**src/rtl/cbs_pkg.sv**
```systemverilog
// Shared types, codes and constants of the chunked bump suballocator.
// No dependencies; used by the top level.
package cbs_pkg;

    localparam int MAX_CHUNKS_DEF = 16;
    localparam int SIZE_ALIGN_DEF = 256;
    localparam int SIZE_BITS_DEF  = 40;

    localparam int FW = 40;  // fixed payload field width
    localparam logic [FW-1:0] DEFAULT_CHUNK_RESET = 40'd4194304;

    // operations
    localparam logic [1:0] OP_ALLOC  = 2'd0;
    localparam logic [1:0] OP_SUBMIT = 2'd1;
    localparam logic [1:0] OP_RESET  = 2'd2;
    localparam logic [1:0] OP_UNUSED = 2'd3;

    // status codes
    localparam logic [1:0] ST_OK       = 2'd0;
    localparam logic [1:0] ST_LIMIT    = 2'd1;
    localparam logic [1:0] ST_FULL     = 2'd2;
    localparam logic [1:0] ST_OVERFLOW = 2'd3;

    // register indexes
    localparam logic [0:0] REG_DEFAULT = 1'd0;
    localparam logic [0:0] REG_LIMIT   = 1'd1;

    typedef struct packed {
        logic [1:0]    op;
        logic [FW-1:0] request_size;
        logic [4:0]    align_log2;
    } t_in;

    typedef struct packed {
        logic [1:0]    status;
        logic [3:0]    chunk_index;
        logic [FW-1:0] region_offset;
    } t_out;

endpackage

```
**src/rtl/cbs_cell.sv**
```systemverilog
// One pool slot: holds a chunk index and shifts it towards the head on request.
// Depends on nothing beyond its parameter.
module cbs_cell #(
    parameter int IW = 4
) (
    input  logic          i_clk,
    input  logic          i_rst_n,
    input  logic          i_load,
    input  logic [IW-1:0] i_load_val,
    input  logic          i_shift,
    input  logic [IW-1:0] i_next_val,
    output logic [IW-1:0] o_val
);
    logic [IW-1:0] r_val;

    // load has priority, shift pulls from the neighbour behind
    always_ff @(posedge i_clk) begin
        if (!i_rst_n) begin
            r_val <= '0;
        end else if (i_load) begin
            r_val <= i_load_val;
        end else if (i_shift) begin
            r_val <= i_next_val;
        end
    end

    assign o_val = r_val;
endmodule

```
**src/rtl/chunked_bump_suballocator_top.sv**
```systemverilog
// Chunked bump suballocator: top level with sequencer, chunk tables and pool cells.
// Depends on cbs_pkg and cbs_cell.
//
// One transaction at a time. Submit, unused ops and an allocate that fits the
// current chunk go from the bump state straight to the output state. Any other
// allocate runs a first-fit scan, the removal of the hit entry if there is one,
// and the new-chunk states S_NEW and S_NEW2; the first-fit scan and the removal
// together pass over the pool once. A fill reset passes over the pool once to
// clear the fill of each pooled chunk. The pool is a row of cells; when an entry
// is removed, the entries behind it move one place towards the head, one cell at
// a time. The result sits in an output register; the next transaction is taken
// once it has been delivered. No clearing pass after reset.
module chunked_bump_suballocator_top #(
    parameter int MAX_CHUNKS = cbs_pkg::MAX_CHUNKS_DEF,
    parameter int SIZE_ALIGN = cbs_pkg::SIZE_ALIGN_DEF,
    parameter int SIZE_BITS  = cbs_pkg::SIZE_BITS_DEF
) (
    input  logic                         i_clk,
    input  logic                         i_rst_n,
    input  logic                         i_valid,
    output logic                         o_stall,
    input  cbs_pkg::t_in                 i_data,
    output logic                         o_valid,
    input  logic                         i_stall,
    output cbs_pkg::t_out                o_data,
    input  logic                         i_cfg_we,
    input  logic [0:0]                   i_cfg_index,
    input  logic [cbs_pkg::FW-1:0]       i_cfg_data
);
    localparam int IW = (MAX_CHUNKS > 1) ? $clog2(MAX_CHUNKS) : 1;
    localparam int CW = $clog2(MAX_CHUNKS + 1);
    localparam int SB = SIZE_BITS;
    localparam int AL = (SIZE_ALIGN > 1) ? $clog2(SIZE_ALIGN) : 0;
    localparam logic [SB:0] VMASK = {1'b0, {SB{1'b1}}};
    localparam int FW = cbs_pkg::FW;

    typedef enum logic [7:0] {
        S_IDLE  = 8'b00000001,
        S_BUMP  = 8'b00000010,
        S_SCAN  = 8'b00000100,
        S_SHIFT = 8'b00001000,
        S_NEW   = 8'b00010000,
        S_NEW2  = 8'b00100000,
        S_CLR   = 8'b01000000,
        S_OUT   = 8'b10000000
    } t_state;

    t_state r_state, n_state;

    // configuration
    logic [FW-1:0] r_def, r_lim;
    always_ff @(posedge i_clk) begin
        if (!i_rst_n) begin
            r_def <= cbs_pkg::DEFAULT_CHUNK_RESET;
            r_lim <= '0;
        end else if (i_cfg_we) begin
            case (i_cfg_index)
                cbs_pkg::REG_DEFAULT: r_def <= i_cfg_data;
                cbs_pkg::REG_LIMIT:   r_lim <= i_cfg_data;
                default: ;
            endcase
        end
    end

    // chunk tables (undefined until written)
    logic [SB-1:0] r_cap  [MAX_CHUNKS];
    logic [SB-1:0] r_fill [MAX_CHUNKS];

    logic          r_cur_valid;
    logic [IW-1:0] r_cur;
    logic [CW-1:0] r_created, r_pcount, r_i;
    logic [SB-1:0] r_total, r_size;
    logic [4:0]    r_lg;
    logic [1:0]    r_op;
    logic          r_have_ret;
    logic [IW-1:0] r_ret;
    logic [SB:0]   r_sz;
    logic          r_sz_ovf;
    cbs_pkg::t_out r_out;

    // pool cells
    logic [IW-1:0] w_pool [MAX_CHUNKS];
    logic [MAX_CHUNKS-1:0] w_load, w_shift;
    logic [IW-1:0] w_load_val;

    for (genvar g = 0; g < MAX_CHUNKS; g++) begin : g_pool
        logic [IW-1:0] w_next;
        if (g == MAX_CHUNKS - 1) begin : g_last
            assign w_next = w_pool[g];
        end else begin : g_mid
            assign w_next = w_pool[g+1];
        end
        cbs_cell #(.IW(IW)) u_cell (
            .i_clk(i_clk), .i_rst_n(i_rst_n),
            .i_load(w_load[g]), .i_load_val(w_load_val),
            .i_shift(w_shift[g]), .i_next_val(w_next),
            .o_val(w_pool[g])
        );
    end

    // current chunk bump check
    logic [IW-1:0] w_i;
    logic [SB+32:0] w_amask, w_f, w_alg, w_end;
    logic           w_fit;
    assign w_amask = ({{(SB+1){1'b0}}, 32'd1} << r_lg) - 1'b1;
    assign w_f     = {{33{1'b0}}, r_fill[r_cur]};
    assign w_alg   = (w_f + w_amask) & ~w_amask;
    assign w_end   = w_alg + {{33{1'b0}}, r_size};
    assign w_fit   = (w_end <= {{33{1'b0}}, r_cap[r_cur]});

    assign w_i = r_i[IW-1:0];
    logic [IW-1:0] w_pc;
    logic w_hit;
    assign w_pc  = w_pool[w_i];
    assign w_hit = (r_fill[w_pc] == '0) && (r_cap[w_pc] >= r_size);

    // new chunk size: ceil(max(size,default)/SIZE_ALIGN)*SIZE_ALIGN
    logic [SB-1:0] w_dsz, w_base;
    logic [SB:0]   w_rnd;
    assign w_dsz  = SB'(r_def);
    assign w_base = (r_size > w_dsz) ? r_size : w_dsz;
    assign w_rnd  = ({1'b0, w_base} + (SB+1)'(SIZE_ALIGN - 1)) >> AL << AL;

    logic w_lim_bad, w_ovf_total;
    logic [SB:0] w_sum;
    assign w_sum       = {1'b0, r_total} + r_sz;
    assign w_lim_bad   = (r_sz > (SB+1)'(r_lim)) || (w_sum > (SB+1)'(r_lim));
    assign w_ovf_total = w_sum > VMASK;

    // sequencer
    always_comb begin
        n_state    = r_state;
        w_load     = '0;
        w_shift    = '0;
        w_load_val = r_ret;
        case (r_state)
            S_IDLE:  if (i_valid) n_state = S_BUMP;
            S_BUMP: begin
                if (r_op == cbs_pkg::OP_ALLOC)
                    n_state = (r_cur_valid && w_fit) ? S_OUT : S_SCAN;
                else if (r_op == cbs_pkg::OP_RESET)
                    n_state = S_CLR;
                else
                    n_state = S_OUT;
            end
            S_SCAN: begin
                if (r_i >= r_pcount) n_state = S_NEW;
                else if (w_hit) n_state = S_SHIFT;
            end
            S_SHIFT: begin
                if (r_i + 1'b1 < r_pcount) w_shift[w_i] = 1'b1;
                else n_state = S_NEW;
            end
            S_NEW:   n_state = S_NEW2;
            S_NEW2:  n_state = S_OUT;
            S_CLR:   if (r_i >= r_pcount) n_state = S_OUT;
            S_OUT:   if (!i_stall) n_state = S_IDLE;
            default: n_state = S_IDLE;
        endcase
        // push of the retired chunk, after any removal
        if (r_state == S_NEW && r_have_ret && r_pcount < CW'(MAX_CHUNKS))
            w_load[r_pcount[IW-1:0]] = 1'b1;
        if (r_state == S_BUMP && r_op == cbs_pkg::OP_SUBMIT && r_cur_valid
            && r_pcount < CW'(MAX_CHUNKS)) begin
            w_load_val = r_cur;
            w_load[r_pcount[IW-1:0]] = 1'b1;
        end
    end

    always_ff @(posedge i_clk) begin
        if (!i_rst_n) begin
            r_state     <= S_IDLE;
            r_cur_valid <= 1'b0;
            r_cur       <= '0;
            r_created   <= '0;
            r_pcount    <= '0;
            r_total     <= '0;
            r_have_ret  <= 1'b0;
            r_i         <= '0;
        end else begin
            r_state <= n_state;
            case (r_state)
                S_IDLE: if (i_valid) begin
                    r_op       <= i_data.op;
                    r_size     <= SB'(i_data.request_size);
                    r_lg       <= i_data.align_log2;
                    r_have_ret <= 1'b0;
                    r_i        <= '0;
                    r_out      <= '0;
                end
                S_BUMP: begin
                    if (r_op == cbs_pkg::OP_ALLOC) begin
                        if (r_cur_valid && w_fit) begin
                            r_fill[r_cur] <= w_end[SB-1:0];
                            r_out.chunk_index   <= 4'(r_cur);
                            r_out.region_offset <= FW'(w_alg[SB-1:0]);
                        end else if (r_cur_valid) begin
                            r_have_ret  <= 1'b1;
                            r_ret       <= r_cur;
                            r_cur_valid <= 1'b0;
                        end
                    end else if (r_op == cbs_pkg::OP_SUBMIT && r_cur_valid) begin
                        if (r_pcount < CW'(MAX_CHUNKS)) r_pcount <= r_pcount + 1'b1;
                        r_cur_valid <= 1'b0;
                    end else if (r_op == cbs_pkg::OP_RESET && r_cur_valid) begin
                        r_fill[r_cur] <= '0;
                    end
                end
                S_SCAN: begin
                    if (r_i < r_pcount) begin
                        if (w_hit) begin
                            r_cur_valid <= 1'b1;
                            r_cur       <= w_pc;
                        end else begin
                            r_i <= r_i + 1'b1;
                        end
                    end
                end
                S_SHIFT: begin
                    if (r_i + 1'b1 < r_pcount) r_i <= r_i + 1'b1;
                    else r_pcount <= r_pcount - 1'b1;
                end
                S_NEW: begin
                    if (r_have_ret && r_pcount < CW'(MAX_CHUNKS))
                        r_pcount <= r_pcount + 1'b1;
                    r_sz     <= w_rnd;
                    r_sz_ovf <= w_rnd > VMASK;
                end
                S_NEW2: begin
                    if (r_cur_valid) begin
                        r_fill[r_cur]     <= r_size;
                        r_out.chunk_index <= 4'(r_cur);
                    end else if (r_sz_ovf) begin
                        r_out.status <= cbs_pkg::ST_OVERFLOW;
                    end else if (r_lim != '0 && w_lim_bad) begin
                        r_out.status <= cbs_pkg::ST_LIMIT;
                    end else if (r_lim == '0 && w_ovf_total) begin
                        r_out.status <= cbs_pkg::ST_OVERFLOW;
                    end else if (r_created >= CW'(MAX_CHUNKS)) begin
                        r_out.status <= cbs_pkg::ST_FULL;
                    end else begin
                        r_cap[r_created[IW-1:0]]  <= r_sz[SB-1:0];
                        r_fill[r_created[IW-1:0]] <= r_size;
                        r_created         <= r_created + 1'b1;
                        r_total           <= w_sum[SB-1:0];
                        r_cur_valid       <= 1'b1;
                        r_cur             <= r_created[IW-1:0];
                        r_out.chunk_index <= 4'(r_created[IW-1:0]);
                    end
                end
                S_CLR: begin
                    if (r_i < r_pcount) begin
                        r_fill[w_pc] <= '0;
                        r_i          <= r_i + 1'b1;
                    end
                end
                default: ;
            endcase
        end
    end

    assign o_stall = (r_state != S_IDLE);
    assign o_valid = (r_state == S_OUT);
    assign o_data  = r_out;

    // a result only ever follows an accepted transaction
    a_out_after_work: assert property (@(posedge i_clk) disable iff (!i_rst_n)
        $rose(o_valid) |-> $past(r_state != S_IDLE))
        else $error("result without transaction");
    // pool never exceeds the table
    a_pool_bound: assert property (@(posedge i_clk) disable iff (!i_rst_n)
        r_pcount <= CW'(MAX_CHUNKS) && r_created <= CW'(MAX_CHUNKS))
        else $error("pool or chunk count overrun");
    // a granted allocate names a created chunk
    a_idx_created: assert property (@(posedge i_clk) disable iff (!i_rst_n)
        (o_valid && r_op == cbs_pkg::OP_ALLOC && o_data.status == cbs_pkg::ST_OK)
        |-> (CW'(o_data.chunk_index) < r_created))
        else $error("grant from uncreated chunk");
endmodule
```
**config.mk**
```make
export PLATFORM = sky130hd
export DESIGN_NAME = chunked_bump_suballocator_top
export DESIGN_NICKNAME = d
export VERILOG_FILES = /design/src/rtl/cbs_pkg.sv /design/src/rtl/cbs_cell.sv /design/src/rtl/chunked_bump_suballocator_top.sv
export SDC_FILE = /design/constraint.sdc
export NUM_CORES = 2
export LEC_CHECK = 0
export BUFFER_PORTS_ARGS = -buffer_cell sky130_fd_sc_hd__buf_4
export CAP_MARGIN = 20
export CORE_AREA = 2 2 437 439
export DETAILED_ROUTE_END_ITERATION = 7
export DIE_AREA = 0 0 439 441
export PLACE_DENSITY = 0.58
export SLEW_MARGIN = 20
export SYNTH_ARGS = -nofsm -noshare
export SYNTH_HDL_FRONTEND = slang
export SYNTH_SLANG_ARGS = --single-unit
```
**constraint.sdc**
```tcl
create_clock -name i_clk -period 12.25 [get_ports i_clk]
set_input_delay 2.45 -clock i_clk [delete_from_list [all_inputs] [get_ports i_clk]]
set_output_delay 2.45 -clock i_clk [all_outputs]
set_load 0.1 [all_outputs]
```
==> metrics.txt <==
Worst EP required 12.69 ns; post-CTS resize count 0; Post-synth top cells edfxtp_1, mux4_2, nand2_1; Worst-Margin Slew 1.15 ns; critical path startpoint r_lg[2]; critical path class reg -> reg; total setup buffers inserted after CTS 0; Sink Count 1491; Seq pwr share 0.482; Worst Path Max Fanout 40; critical path endpoint category flop; die width 439 um; unrepaired setup endpoints after global routing false; Core ar. 189000 um2; Final Util 0.452; Synth Warn # 0; DIE HEIGHT 441 um; first-pass detailed-route iteration total 6; final hold vios 0; combinational power share 0.082; Via-to-Cell Ratio 6.08; maxcap violations 0; WL final 243000 um; total CTS buffers 160; Synth area leaders edfxtp_1, mux4_2, dfxtp_1; Worst-Skew Late Latency 0.84 ns; crit start category flop; largest net degree at the start of global routing 126; RePlAce Congestion 0.923; Area Growth Syn to Fin 13.9%; Max Root-Sink Buffers 3; gr usage total 0.249; Clock Skew 0.0459 ns; remaining global-route overflow 0; Worst path slowest cell a311oi_1; asr flop ratio synth 0; slew margin rel. 0.225; Sw Ratio 0.240; HP Class reg -> reg; FF+latch count, synth 1491; Pwr Density 138 nW/um2; NetSw 2840 uW; I/O Buffers 140; clock root buffer clkbuf_16; status complete, no violations; area leader, netlist edfxtp_1; WL/cell 29.3 um; Final nets 6026; Initial Util 0.397; Slew Limit Fails 0; share of cells above drive strength 1 0.202; first-pass GRT wire length 350000 um; Pint 8980 uW; fin crit share 0.918; worst r2r src r_lg[2]; vias post-DR 50286; Slowest Stage Delay on Critical Path 0.51 ns; hold_ws 0.457 ns; arrival time of the worst setup path 11.69 ns; setup violators final 0; Synth cell types 91; DRC 0; P_leak 0.0282 uW; # hold bufs at CTS 0; Routed Antenna Nets 0; Filler cells 16722; DIE AREA 194000 um2; vias in the first global route 49644; Synth Area per Inst 13.9 um2; Main synth FF type edfxtp_1; FP Rows 160; maximum clock rate 0.0889 GHz; CTS clock-pin slew for the worst setup and hold paths 0.06 ns; Mapped Area 75100 um2; number of synthesized flops with an enable pin 1282; H-tree Lvls 4; hold path start r_created[4]; Mapped Cells 5423; Setup TNS 0 ns; initial antenna violation count 4; count leader, synth edfxtp_1; DRT iter0 DRCs 5552; CTS tree yes; crit path time final 11.24 ns; Peak VDD IR 0.124 mV; IO Pins 141; Seq/Total Area, Yosys 0.568; post-synth top area share 0.512; dpl hpwl 171000 um; area of the multi-input gates 31100 um2; Clock Power Share 0.436; register area 42700 um2
-- worst max-delay path, delay by kind of cell (launching register included) --
family                     cells  cell delay, ns
DFF                            1            0.36
xor gates and xnor gates       2            0.29
and+or+nand+nor               12            2.45
AOI/OAI and AO/OA             21            5.35
buffers and inverters          3            0.86
adders and majority gates      4            1.46
-- cells in the final DEF, fill, tap and decap left out, drive strengths merged, types with 10 or more instances in the layout --
master       n
a31oi       51
and3        33
or2         12
a211oi      74
nand4       82
o21ai      154
nor2       326
nand3       66
nor2b       30
o21bai      21
nor3        79
a21oi      333
clkinv      63
a22oi       41
edfxtp    1282
clkinvlp    11
dfxtp      209
mux4       508
xnor2      122
ha         303
nand2      501
xor2        41
nand2b      24
a21o       102
nor4       204
bufinv      27
o21a        38
clkbuf     188
buf        288
mux2i       75
inv        206
and2        70
o211ai      11
o31ai       10
mux2        11
-- final timing paths --
kind / end / slack, ns / cells past startpoint
max: r_fill[4][0] / 1.01 / 42
min: r_created[4] / 0.46 / 1
max reg2reg: r_fill[4][0] / 1.01 / 42
min reg2reg: r_created[4] / 0.46 / 1
-- registers in the layout (all words and copies together), names as in the netlist, named ones only --
name and count:
r_fill 640, r_cap 512, g_pool.u_cell.o_val 64, o_data 46, r_def 40, r_lim 40
r_size 40, r_sz 32, r_total 32, r_state 8, r_created 5, r_i 5
r_lg 5, r_pcount 5, r_cur 4, r_ret 4, r_op 2, r_cur_valid 1
r_have_ret 1, r_sz_ovf 1
-- stage by stage --
stage | power (uW) | instance area [um2] | setup WS (ns) | std cells
detailed placement | 6770 | 79900 | 1.17 | 7974
finish | 11800 | 85500 | 1.01 | 8276
floorplan | 6360 | 75100 | 1.28 | 5427
CTS | 11900 | 85500 | 1.11 | 8272
global route | 12200 | 85500 | 0.225 | 8273
global placement | 6750 | 79900 | 1.23 | 7973
-- metal layers --
metal  vias to the layer above  global-route usage  share of wire
met4                         6               0.100          0.042
li1                      21883                   -              -
met2                      2188               0.416           0.49
met1                     25787               0.327           0.40
met3                       422              0.0351          0.065
met5                         -                   0        0.00016
-- power by group through the flow --
stage	registers, uW	clock network (uW)	logic, uW
after floorplan	5870	0	485
after global placement	5810	0	949
after detailed placement	5810	0	961
after CTS	5700	5220	961
after global routing	5700	5420	1060
final	5700	5150	975
-- area by class of cell --
cell class                 count  share of cell area
clock inverter               110              0.0158
sequential                  1491               0.499
inverter                     197             0.00870
antenna                        3           0.0000878
multi-input combinational   3488               0.364
clock buffer                 188              0.0494
timing repair buffer         288              0.0262
tap                         2511              0.0367
-- logic make-up (layout without fill, tap and decap cells) --
group,count (synthesis),in the layout,synth area share
AOI/OAI and AO/OA,938,938,0.0788
muxes,594,594,0.164
buffers and inverters,448,783,0.0228
DFF,1491,1491,0.568
adders and majority gates,307,307,0.0515
other,1,8,0.0000499
and+or+nand+nor,1481,1481,0.0955
xor gates and xnor gates,163,163,0.0190
(Power assumes the default switching activity.)
